<file path="src/design/sle_pkg.sv">
// Shared constants, codes and controller/datapath handshake types for the list engine.
`default_nettype none

package sle_pkg;

    localparam int OP_W  = 3;
    localparam int POS_W = 7;
    localparam int VAL_W = 32;
    localparam int ST_W  = 2;
    localparam int LEN_W = 7;
    localparam int CAP_W = 7;

    localparam logic [CAP_W-1:0] CAP_RESET = 7'd64;

    localparam logic [OP_W-1:0] OP_GET    = 3'd0;
    localparam logic [OP_W-1:0] OP_SET    = 3'd1;
    localparam logic [OP_W-1:0] OP_INSERT = 3'd2;
    localparam logic [OP_W-1:0] OP_DELETE = 3'd3;
    localparam logic [OP_W-1:0] OP_CLEAR  = 3'd4;

    localparam logic [ST_W-1:0] ST_OK     = 2'd0;
    localparam logic [ST_W-1:0] ST_BADPOS = 2'd1;
    localparam logic [ST_W-1:0] ST_FULL   = 2'd2;

    typedef struct packed {
        logic accept;
        logic start_move;
        logic move;
        logic finish;
    } t_cmd;

    typedef struct packed {
        logic need_move;
        logic move_done;
        logic out_free;
    } t_sts;

endpackage

`default_nettype wire

</file>
<file path="src/design/sle_if.sv">
// Request and response channel interfaces of the list engine.
`default_nettype none

interface sle_req_if import sle_pkg::*; ();
    logic             valid;
    logic             ready;
    logic [OP_W-1:0]  operation;
    logic [POS_W-1:0] position;
    logic [VAL_W-1:0] value_in;

    modport source (output valid, output operation, output position, output value_in,
                    input ready);
    modport sink (input valid, input operation, input position, input value_in,
                  output ready);
endinterface

interface sle_rsp_if import sle_pkg::*; ();
    logic             valid;
    logic             ready;
    logic [ST_W-1:0]  status;
    logic [VAL_W-1:0] value_out;
    logic [LEN_W-1:0] length;

    modport source (output valid, output status, output value_out, output length,
                    input ready);
    modport sink (input valid, input status, input value_out, input length,
                  output ready);
endinterface

`default_nettype wire

</file>
<file path="src/design/sle_ctrl.sv">
// Controller state machine that sequences each list transaction.
`default_nettype none

module sle_ctrl import sle_pkg::*; (
    input  logic i_clk,
    input  logic i_rst_n,
    input  logic i_req_valid,
    output logic o_req_ready,
    input  t_sts i_sts,
    output t_cmd o_cmd
);

    typedef enum logic [3:0] {
        S_IDLE   = 4'b0001,
        S_DECODE = 4'b0010,
        S_MOVE   = 4'b0100,
        S_FINISH = 4'b1000
    } t_state;

    t_state r_state;
    t_state n_state;

    always_comb begin
        n_state     = r_state;
        o_cmd       = '0;
        o_req_ready = 1'b0;
        unique case (r_state)
            S_IDLE: begin
                o_req_ready = 1'b1;
                if (i_req_valid) begin
                    o_cmd.accept = 1'b1;
                    n_state      = S_DECODE;
                end
            end
            S_DECODE: begin
                if (i_sts.need_move) begin
                    o_cmd.start_move = 1'b1;
                    n_state          = S_MOVE;
                end else begin
                    n_state = S_FINISH;
                end
            end
            S_MOVE: begin
                o_cmd.move = 1'b1;
                if (i_sts.move_done) begin
                    n_state = S_FINISH;
                end
            end
            S_FINISH: begin
                if (i_sts.out_free) begin
                    o_cmd.finish = 1'b1;
                    n_state      = S_IDLE;
                end
            end
            default: n_state = S_IDLE;
        endcase
    end

    always_ff @(posedge i_clk) begin
        if (!i_rst_n) begin
            r_state <= S_IDLE;
        end else begin
            r_state <= n_state;
        end
    end

endmodule

`default_nettype wire

</file>
<file path="src/design/sle_dp.sv">
// Datapath with element memory, count, capacity register and response register.
`default_nettype none

module sle_dp import sle_pkg::*; #(
    parameter int DEPTH      = 64,
    parameter int ELEM_WIDTH = 32
) (
    input  logic             i_clk,
    input  logic             i_rst_n,
    input  t_cmd             i_cmd,
    output t_sts             o_sts,
    input  logic [OP_W-1:0]  i_operation,
    input  logic [POS_W-1:0] i_position,
    input  logic [VAL_W-1:0] i_value_in,
    input  logic             i_cfg_we,
    input  logic [CAP_W-1:0] i_cfg_wdata,
    input  logic             i_rsp_ready,
    output logic             o_rsp_valid,
    output logic [ST_W-1:0]  o_status,
    output logic [VAL_W-1:0] o_value_out,
    output logic [LEN_W-1:0] o_length
);

    localparam int AW   = $clog2(DEPTH);
    localparam int CW   = $clog2(DEPTH + 1);
    localparam int CMPW = ((CW > POS_W) ? CW : POS_W) + 1;

    logic [ELEM_WIDTH-1:0] r_mem [DEPTH];

    logic [OP_W-1:0]       r_op;
    logic [POS_W-1:0]      r_pos;
    logic [ELEM_WIDTH-1:0] r_val;
    logic [CW-1:0]         r_count;
    logic [CW-1:0]         n_count;
    logic [CAP_W-1:0]      r_cap;
    logic [AW-1:0]         r_ptr;
    logic [CW-1:0]         r_left;
    logic                  r_pend;
    logic [AW-1:0]         r_pend_addr;
    logic                  r_first;
    logic                  r_wb;
    logic                  r_up;
    logic [ELEM_WIDTH-1:0] r_rdata;
    logic [ELEM_WIDTH-1:0] r_vcap;
    logic                  r_out_valid;
    logic [ST_W-1:0]       r_status;
    logic [VAL_W-1:0]      r_vout;
    logic [LEN_W-1:0]      r_length;

    logic [CMPW-1:0]       pos_ext;
    logic [CMPW-1:0]       cnt_ext;
    logic [CMPW-1:0]       cap_ext;
    logic [CMPW-1:0]       limit;
    logic [AW-1:0]         pos_addr;
    logic [CW-1:0]         tail;
    logic                  is_get;
    logic                  is_set;
    logic                  is_ins;
    logic                  is_del;
    logic                  is_clr;
    logic                  in_range;
    logic                  ins_range;
    logic                  full;
    logic                  get_ok;
    logic                  set_ok;
    logic                  ins_ok;
    logic                  del_ok;
    logic                  rd_en;
    logic                  mv_we;
    logic                  mem_we;
    logic [AW-1:0]         mem_waddr;
    logic [ELEM_WIDTH-1:0] mem_wdata;
    logic [ST_W-1:0]       n_status;
    logic [ELEM_WIDTH-1:0] n_vout;

    assign pos_ext   = CMPW'(r_pos);
    assign cnt_ext   = CMPW'(r_count);
    assign cap_ext   = CMPW'(r_cap);
    assign limit     = (cap_ext > CMPW'(DEPTH)) ? CMPW'(DEPTH) : cap_ext;
    assign pos_addr  = AW'(pos_ext - CMPW'(1));
    assign tail      = CW'(cnt_ext - pos_ext + CMPW'(1));

    assign is_get    = (r_op == OP_GET);
    assign is_set    = (r_op == OP_SET);
    assign is_ins    = (r_op == OP_INSERT);
    assign is_del    = (r_op == OP_DELETE);
    assign is_clr    = (r_op == OP_CLEAR);

    assign in_range  = (r_pos != '0) && (pos_ext <= cnt_ext);
    assign ins_range = (r_pos != '0) && (pos_ext <= cnt_ext + CMPW'(1));
    assign full      = (cnt_ext >= limit);
    assign get_ok    = is_get && in_range;
    assign set_ok    = is_set && in_range;
    assign del_ok    = is_del && in_range;
    assign ins_ok    = is_ins && !full && ins_range;

    assign rd_en     = i_cmd.move && (r_left != '0);
    assign mv_we     = i_cmd.move && r_pend && !r_first && r_wb;
    assign mem_we    = mv_we || (i_cmd.finish && (ins_ok || set_ok));
    assign mem_waddr = mv_we ? (r_up ? r_pend_addr - AW'(1) : r_pend_addr + AW'(1)) : pos_addr;
    assign mem_wdata = mv_we ? r_rdata : r_val;

    assign o_sts.need_move = get_ok || del_ok || ins_ok;
    assign o_sts.move_done = (r_left == '0) && !r_pend;
    assign o_sts.out_free  = !r_out_valid || i_rsp_ready;

    always_comb begin
        n_count  = r_count;
        n_status = ST_OK;
        n_vout   = '0;
        if (is_ins) begin
            if (full) begin
                n_status = ST_FULL;
            end else if (!ins_range) begin
                n_status = ST_BADPOS;
            end else begin
                n_count = r_count + CW'(1);
            end
        end else if (is_get || is_set || is_del) begin
            if (!in_range) begin
                n_status = ST_BADPOS;
            end else if (is_get) begin
                n_vout = r_vcap;
            end else if (is_del) begin
                n_vout  = r_vcap;
                n_count = r_count - CW'(1);
            end
        end else if (is_clr) begin
            n_count = '0;
        end
    end

    always_ff @(posedge i_clk) begin
        if (mem_we) begin
            r_mem[mem_waddr] <= mem_wdata;
        end
        if (rd_en) begin
            r_rdata <= r_mem[r_ptr];
        end
    end

    always_ff @(posedge i_clk) begin
        if (!i_rst_n) begin
            r_count     <= '0;
            r_cap       <= CAP_RESET;
            r_left      <= '0;
            r_pend      <= 1'b0;
            r_out_valid <= 1'b0;
        end else begin
            if (i_cfg_we) begin
                r_cap <= i_cfg_wdata;
            end
            if (i_cmd.start_move) begin
                r_left <= is_get ? CW'(1) : tail;
                r_pend <= 1'b0;
            end else if (i_cmd.move) begin
                r_pend <= rd_en;
                if (rd_en) begin
                    r_left <= r_left - CW'(1);
                end
            end
            if (i_cmd.finish) begin
                r_count     <= n_count;
                r_out_valid <= 1'b1;
            end else if (i_rsp_ready) begin
                r_out_valid <= 1'b0;
            end
        end
    end

    always_ff @(posedge i_clk) begin
        if (i_cmd.accept) begin
            r_op  <= i_operation;
            r_pos <= i_position;
            r_val <= ELEM_WIDTH'(i_value_in);
        end
        if (i_cmd.start_move) begin
            r_ptr   <= is_ins ? AW'(cnt_ext - CMPW'(1)) : pos_addr;
            r_up    <= !is_ins;
            r_first <= !is_ins;
            r_wb    <= !is_get;
        end else if (i_cmd.move) begin
            if (rd_en) begin
                r_ptr       <= r_up ? r_ptr + AW'(1) : r_ptr - AW'(1);
                r_pend_addr <= r_ptr;
            end
            if (r_pend && r_first) begin
                r_vcap  <= r_rdata;
                r_first <= 1'b0;
            end
        end
        if (i_cmd.finish) begin
            r_status <= n_status;
            r_vout   <= VAL_W'(n_vout);
            r_length <= LEN_W'(n_count);
        end
    end

    assign o_rsp_valid = r_out_valid;
    assign o_status    = r_status;
    assign o_value_out = r_vout;
    assign o_length    = r_length;

`ifndef NO_ASSERTIONS
    a_no_rw_collision: assert property (@(posedge i_clk) disable iff (!i_rst_n)
        (mem_we && rd_en) |-> (mem_waddr != r_ptr))
        else $error("memory write and read hit the same entry");

    a_finish_drained: assert property (@(posedge i_clk) disable iff (!i_rst_n)
        i_cmd.finish |-> (!r_pend && (r_left == '0)))
        else $error("response issued before the element move drained");

    a_count_bound: assert property (@(posedge i_clk) disable iff (!i_rst_n)
        cnt_ext <= CMPW'(DEPTH))
        else $error("element count exceeds store depth");

    a_insert_room: assert property (@(posedge i_clk) disable iff (!i_rst_n)
        (i_cmd.finish && ins_ok) |=> (CMPW'(r_count) <= limit))
        else $error("insert grew the list past its limit");
`endif

endmodule

`default_nettype wire

</file>
<file path="src/design/sequential_list_engine.sv">
// Sequential list engine top level: ordered list with get, set, insert, delete and clear.
// Get reads one element from memory; delete and insert below the end of the list shift
// count-pos+1 elements through it (at most 64); insert at the end, set, clear and
// rejected requests move no elements.
// Throughput: one transaction at a time, next request taken in the cycle after the result
// registers, which waits until the last response is taken; shifts move one element per cycle.
// Reset: synchronous active low; empties the list and restores capacity to 64.
`default_nettype none

module sequential_list_engine import sle_pkg::*; #(
    parameter int DEPTH      = 64,
    parameter int ELEM_WIDTH = 32
) (
    input  logic             i_clk,
    input  logic             i_rst_n,
    sle_req_if.sink          i_req,
    sle_rsp_if.source        o_rsp,
    input  logic             i_cfg_we,
    input  logic [CAP_W-1:0] i_cfg_wdata
);

    t_cmd cmd;
    t_sts sts;
    logic req_ready;

    assign i_req.ready = req_ready;

    sle_ctrl u_ctrl (
        .i_clk       (i_clk),
        .i_rst_n     (i_rst_n),
        .i_req_valid (i_req.valid),
        .o_req_ready (req_ready),
        .i_sts       (sts),
        .o_cmd       (cmd)
    );

    sle_dp #(
        .DEPTH      (DEPTH),
        .ELEM_WIDTH (ELEM_WIDTH)
    ) u_dp (
        .i_clk       (i_clk),
        .i_rst_n     (i_rst_n),
        .i_cmd       (cmd),
        .o_sts       (sts),
        .i_operation (i_req.operation),
        .i_position  (i_req.position),
        .i_value_in  (i_req.value_in),
        .i_cfg_we    (i_cfg_we),
        .i_cfg_wdata (i_cfg_wdata),
        .i_rsp_ready (o_rsp.ready),
        .o_rsp_valid (o_rsp.valid),
        .o_status    (o_rsp.status),
        .o_value_out (o_rsp.value_out),
        .o_length    (o_rsp.length)
    );

endmodule

`default_nettype wire

</file>
<file path="src/flat_wrapper.sv">
// flat-port wrapper written by rule: the top's interface ports become plain ports
module sequential_list_engine_flat import sle_pkg::*;
#(
    parameter int DEPTH      = 64,
    parameter int ELEM_WIDTH = 32
)
  (i_clk, i_rst_n, i_cfg_we, i_cfg_wdata, i_req_valid, i_req_operation, i_req_position, i_req_value_in, i_req_ready, o_rsp_valid, o_rsp_status, o_rsp_value_out, o_rsp_length, o_rsp_ready);
  sle_req_if i_req_i ();
  sle_rsp_if o_rsp_i ();
  input  logic i_clk;
  input  logic i_rst_n;
  input  logic i_cfg_we;
  input  logic [CAP_W-1:0] i_cfg_wdata;
  input wire logic [$bits(i_req_i.valid)-1:0] i_req_valid;
  input wire logic [$bits(i_req_i.operation)-1:0] i_req_operation;
  input wire logic [$bits(i_req_i.position)-1:0] i_req_position;
  input wire logic [$bits(i_req_i.value_in)-1:0] i_req_value_in;
  output wire logic [$bits(i_req_i.ready)-1:0] i_req_ready;
  output wire logic [$bits(o_rsp_i.valid)-1:0] o_rsp_valid;
  output wire logic [$bits(o_rsp_i.status)-1:0] o_rsp_status;
  output wire logic [$bits(o_rsp_i.value_out)-1:0] o_rsp_value_out;
  output wire logic [$bits(o_rsp_i.length)-1:0] o_rsp_length;
  input wire logic [$bits(o_rsp_i.ready)-1:0] o_rsp_ready;
  assign i_req_i.valid = i_req_valid;
  assign i_req_i.operation = i_req_operation;
  assign i_req_i.position = i_req_position;
  assign i_req_i.value_in = i_req_value_in;
  assign i_req_ready = i_req_i.ready;
  assign o_rsp_valid = o_rsp_i.valid;
  assign o_rsp_status = o_rsp_i.status;
  assign o_rsp_value_out = o_rsp_i.value_out;
  assign o_rsp_length = o_rsp_i.length;
  assign o_rsp_i.ready = o_rsp_ready;
  sequential_list_engine #(.DEPTH(DEPTH), .ELEM_WIDTH(ELEM_WIDTH)) u_core (.i_clk(i_clk), .i_rst_n(i_rst_n), .i_req(i_req_i), .o_rsp(o_rsp_i), .i_cfg_we(i_cfg_we), .i_cfg_wdata(i_cfg_wdata));
endmodule
</file>
<file path="config.mk">
export PLATFORM = sky130hd
export DESIGN_NAME = sequential_list_engine_flat
export DESIGN_NICKNAME = d
export VERILOG_FILES = /design/src/design/sle_pkg.sv /design/src/design/sle_if.sv /design/src/design/sle_ctrl.sv /design/src/design/sle_dp.sv /design/src/design/sequential_list_engine.sv /design/src/flat_wrapper.sv
export SDC_FILE = /design/constraint.sdc
export NUM_CORES = 2
export LEC_CHECK = 0
export CAP_MARGIN = 20
export CORE_MARGIN = 5
export CORE_UTILIZATION = 30
export DETAILED_ROUTE_END_ITERATION = 6
export DONT_BUFFER_PORTS = 1
export MAX_ROUTING_LAYER = met4
export PLACE_DENSITY_LB_ADDON = 0.05
export SYNTH_ARGS = -nofsm -noshare
export SYNTH_HDL_FRONTEND = slang
export SYNTH_SLANG_ARGS = --single-unit
</file>
<file path="constraint.sdc">
create_clock -name i_clk -period 5.1 [get_ports i_clk]
set_clock_uncertainty 0.15 [all_clocks]
set_input_delay 0.51 -clock i_clk [delete_from_list [all_inputs] [get_ports i_clk]]
set_output_delay 0.51 -clock i_clk [all_outputs]
set_load 0.1 [all_outputs]
</file>
==> impl_metrics.env <==
export IMPL_status="completed"
export IMPL_cts_buffers=268
export IMPL_p_leak_nw=31.8
export IMPL_whs_ps=116
export IMPL_grt_start_max_net_pins=65
export IMPL_drt_first_pass_iters=5
export IMPL_clockBufferDepth=4
export IMPL_crit_fanout=20
export IMPL_max_freq_mhz=214
export IMPL_reg2reg_from="u_core.u_dp.r_count[0]$_SDFFE_PN0P_"
export IMPL_cp_arrival_ps=5030
export IMPL_hold_depth=1
export IMPL_slew_headroom=0.276
export IMPL_hp_class="in2reg"
export IMPL_clk_latency_ps=870
export IMPL_drc=0
export IMPL_avgSynthCellArea_um2=23.0
export IMPL_final_hold_viol_count=0
export IMPL_synth_seq_cells=2237
export IMPL_postRouteAntennaNets=0
export IMPL_yosys_warnings=0
export IMPL_gp_congestion=0.760
export IMPL_slowest_delay_ps=710
export IMPL_synth_seq_area_share=0.771
export IMPL_power_mw=43.2
export IMPL_peakVddDrop_uv=279
export IMPL_nFillCells=26300
export IMPL_synthToLayoutAreaGrowth_pct=18.7
export IMPL_route_vias_total=40000
export IMPL_htree_levels=5
export IMPL_grt_ovfl_total=0
export IMPL_cp_end_kind="flip-flop"
export IMPL_wl_mm=258
export IMPL_hpwlAfterDp_mm=165
export IMPL_ys_flop_type="edfxtp_1"
export IMPL_path_cells="ha_1, nand3_1, nand2b_1, and2_1, ha_1, nand4_1, nor2_1, a211o_1, o21a_1, a32oi_1, o31a_2, buf_12, nor2_4, buf_4"
export IMPL_gr_usage_all_layers=0.175
export IMPL_critPathSlowestCell="nor2_4"
export IMPL_clock_tree_root_cell="clkbuf_16"
export IMPL_port_buffer_count=0
export IMPL_drive_above_1_share=0.315
export IMPL_post_cts_buffers=0
export IMPL_area_sequential_um2=66900
export IMPL_min_to="u_core.u_dp.r_op[1]$_DFFE_PP_"
export IMPL_clkTransAtPathRegs_ps=60
export IMPL_die_w_um=548
export IMPL_synth_edf_count=2210
export IMPL_dieArea_um2=300000
export IMPL_syn_nets=3870
export IMPL_cts_tree="done"
export IMPL_synth_cell_type_count=68
export IMPL_fin_nets=4239
export IMPL_tightest_slew_ps=1090
export IMPL_worstHoldStart="i_req_valid"
export IMPL_routedWlPerCell_um=31.7
export IMPL_required_ps=5470
export IMPL_fp_dieH_um=548
export IMPL_fin_crit_sh=0.914
export IMPL_finalCriticalPeriod_ps=4660
export IMPL_cap_viol_max_count=0
export IMPL_antenna_found_initial=48
export IMPL_crit_type="reg2reg"
export IMPL_grt_pass1_wl_mm=357
export IMPL_r2r_end="u_core.u_dp.r_mem[55][19]$_DFFE_PP_"
export IMPL_clock_sinks=2237
export IMPL_rsz0062_at_grt="false"
export IMPL_r2r_cells=14
export IMPL_critPathLaunchType="flip-flop"
export IMPL_r2r_slack_ps=440
export IMPL_row_count=197
export IMPL_vias_per_cell=4.92
export IMPL_p_per_area_nw_per_um2=420
export IMPL_setup_violations=0
export IMPL_syn_cell_area_um2=86800
export IMPL_multi_input_area_um2=19600
export IMPL_start_util=0.301
export IMPL_grt_pass1_vias=41900
export IMPL_cpMostUsedCell="ha_1"
export IMPL_syn_inst=3769
export IMPL_io_pins=97
export IMPL_slew_viol_final=0
export IMPL_first_iter_violations=3333
export IMPL_synthArstFlopShare=0
export IMPL_core_area_um2=288000
## sequential cells by signal, indices dropped and copies added (netlist names), 7 cells and up
name	flops
u_core.u_dp.r_vcap	32
u_core.u_dp.r_rdata	32
u_core.u_dp.o_length	7
u_core.u_dp.r_left	7
u_core.u_dp.r_val	32
u_core.u_dp.r_count	7
u_core.u_dp.r_pos	7
u_core.u_dp.o_value_out	32
u_core.u_dp.r_cap	7
u_core.u_dp.r_mem	2048
## critical path, delay by kind of cell (launching register included)
family                   cells  cell delay (ps)
AND/OR/NAND/NOR              6             1530
AO/OA/AOI/OAI                4              890
adder cells (fa/ha/maj)      2              610
buffers and inverters        2              560
flip-flops                   1              500
## final cells by class
type                    instances  area share
flip-flops and latches       2237       0.650
multi-input cells            1307       0.190
clock buffers                 341      0.0692
well taps                    3781      0.0459
repair buffers                291      0.0332
clock inverters               127      0.0104
inverters                      33     0.00120
diodes                         16    0.000389
## cells by family (layout without fill, tap and decap cells)
group | count (synthesis) | count (layout) | synth area share
DFF | 2237 | 2237 | 0.771
muxes | 691 | 691 | 0.175
and+or+nand+nor | 399 | 399 | 0.0217
buffers and inverters | 225 | 792 | 0.0110
AOI/OAI and AO/OA | 137 | 137 | 0.0104
adders and majority gates | 47 | 47 | 0.00712
xor gates and xnor gates | 33 | 33 | 0.00333
other | 0 | 16 | 0
## routing by layer
layer,track usage,wire length (µm),vias to the layer above,share of wire
met5,-,0,-,0
met4,0.0425,6070,0,0.023
met3,0.0289,11900,346,0.046
met2,0.270,121000,940,0.47
met1,0.242,119000,22000,0.46
li1,-,-,16800,-
## cell usage after synthesis (5+ instances only)
master | n | area [µm²]
edfxtp_1 | 2210 | 66400
mux4_2 | 663 | 14900
nand2_1 | 151 | 567
clkbuf_1 | 111 | 417
nor2_1 | 68 | 255
nor3_1 | 59 | 295
buf_2 | 55 | 275
ha_1 | 43 | 538
a21oi_1 | 37 | 185
and2_1 | 37 | 231
inv_1 | 28 | 105
dfxtp_1 | 27 | 541
o21ai_0 | 25 | 125
nand3_1 | 22 | 110
xnor2_1 | 22 | 193
buf_1 | 19 | 71.3
mux2i_1 | 18 | 180
nand2b_1 | 18 | 113
xor2_1 | 11 | 96.3
mux2_2 | 10 | 113
a211oi_1 | 9 | 67.6
a31oi_1 | 9 | 56.3
a21o_1 | 7 | 52.6
nor2b_1 | 7 | 43.8
o21a_1 | 7 | 52.6
nand4_1 | 6 | 37.5
or4_1 | 6 | 45.0
and3_1 | 5 | 31.3
## what timing repair did
item                      in CTS  in global routing
gates resized for setup        0                  0
hold endpoints to repair      69                  0
hold buffers                  54                  0
## how the worst max path moves through the flow
stage / startpoint / end / slack, ps / cells past startpoint
2_1_floorplan: u_core.u_dp.r_count[0]$_SDFFE_PN0P_ / u_core.u_dp.r_mem[16][0]$_DFFE_PP_ / -520 / 12
3_3_place_gp: u_core.u_dp.r_count[0]$_SDFFE_PN0P_ / u_core.u_dp.r_mem[55][29]$_DFFE_PP_ / 390 / 14
5_1_grt: u_core.u_dp.r_count[0]$_SDFFE_PN0P_ / u_core.u_dp.r_mem[55][19]$_DFFE_PP_ / 190 / 14
6_report: u_core.u_dp.r_count[0]$_SDFFE_PN0P_ / u_core.u_dp.r_mem[55][19]$_DFFE_PP_ / 440 / 14
4_1_cts: u_core.u_dp.r_count[0]$_SDFFE_PN0P_ / u_core.u_dp.r_mem[55][19]$_DFFE_PP_ / 350 / 14
3_5_place_dp: u_core.u_dp.r_count[0]$_SDFFE_PN0P_ / u_core.u_dp.r_mem[55][30]$_DFFE_PP_ / 420 / 14
## layout by cell type, fill, tap and decap left out, drive strengths merged, types with 29 or more instances in the layout
cell | Yosys | routed
nor3 | 60 | 60
clkbuf | 112 | 341
o21ai | 29 | 29
edfxtp | 2210 | 2210
buf | 80 | 237
inv | 30 | 41
mux4 | 663 | 663
ha | 43 | 43
and2 | 37 | 37
a21oi | 37 | 37
nand2 | 151 | 151
dlygate4sd3 | 0 | 54
clkinv | 3 | 99
nor2 | 68 | 68
## power breakdown
group | total (mW) | internal (mW) | leakage [nW] | switching [mW]
Sequential | 21.7 | 21.4 | 20.1 | 0.257
Combinational | 3.40 | 0.727 | 7.76 | 2.67
Clock | 18.2 | 10.6 | 3.99 | 7.54
## metrics by stage
stage / utilization / std cells / worst slack, ps / instance area, µm² / TNS, ps
floorplan: - / 3769 / -522 / 86800 / -658120
global placement: 0.327 / 7592 / 393 / 94100 / 0
detailed placement: 0.327 / 7594 / 421 / 94200 / 0
CTS: 0.357 / 8116 / 347 / 103000 / 0
global route: 0.357 / 8126 / 194 / 103000 / 0
finish: 0.357 / 8133 / 436 / 103000 / 0
Note: power is estimated with default switching activity, not from simulation.
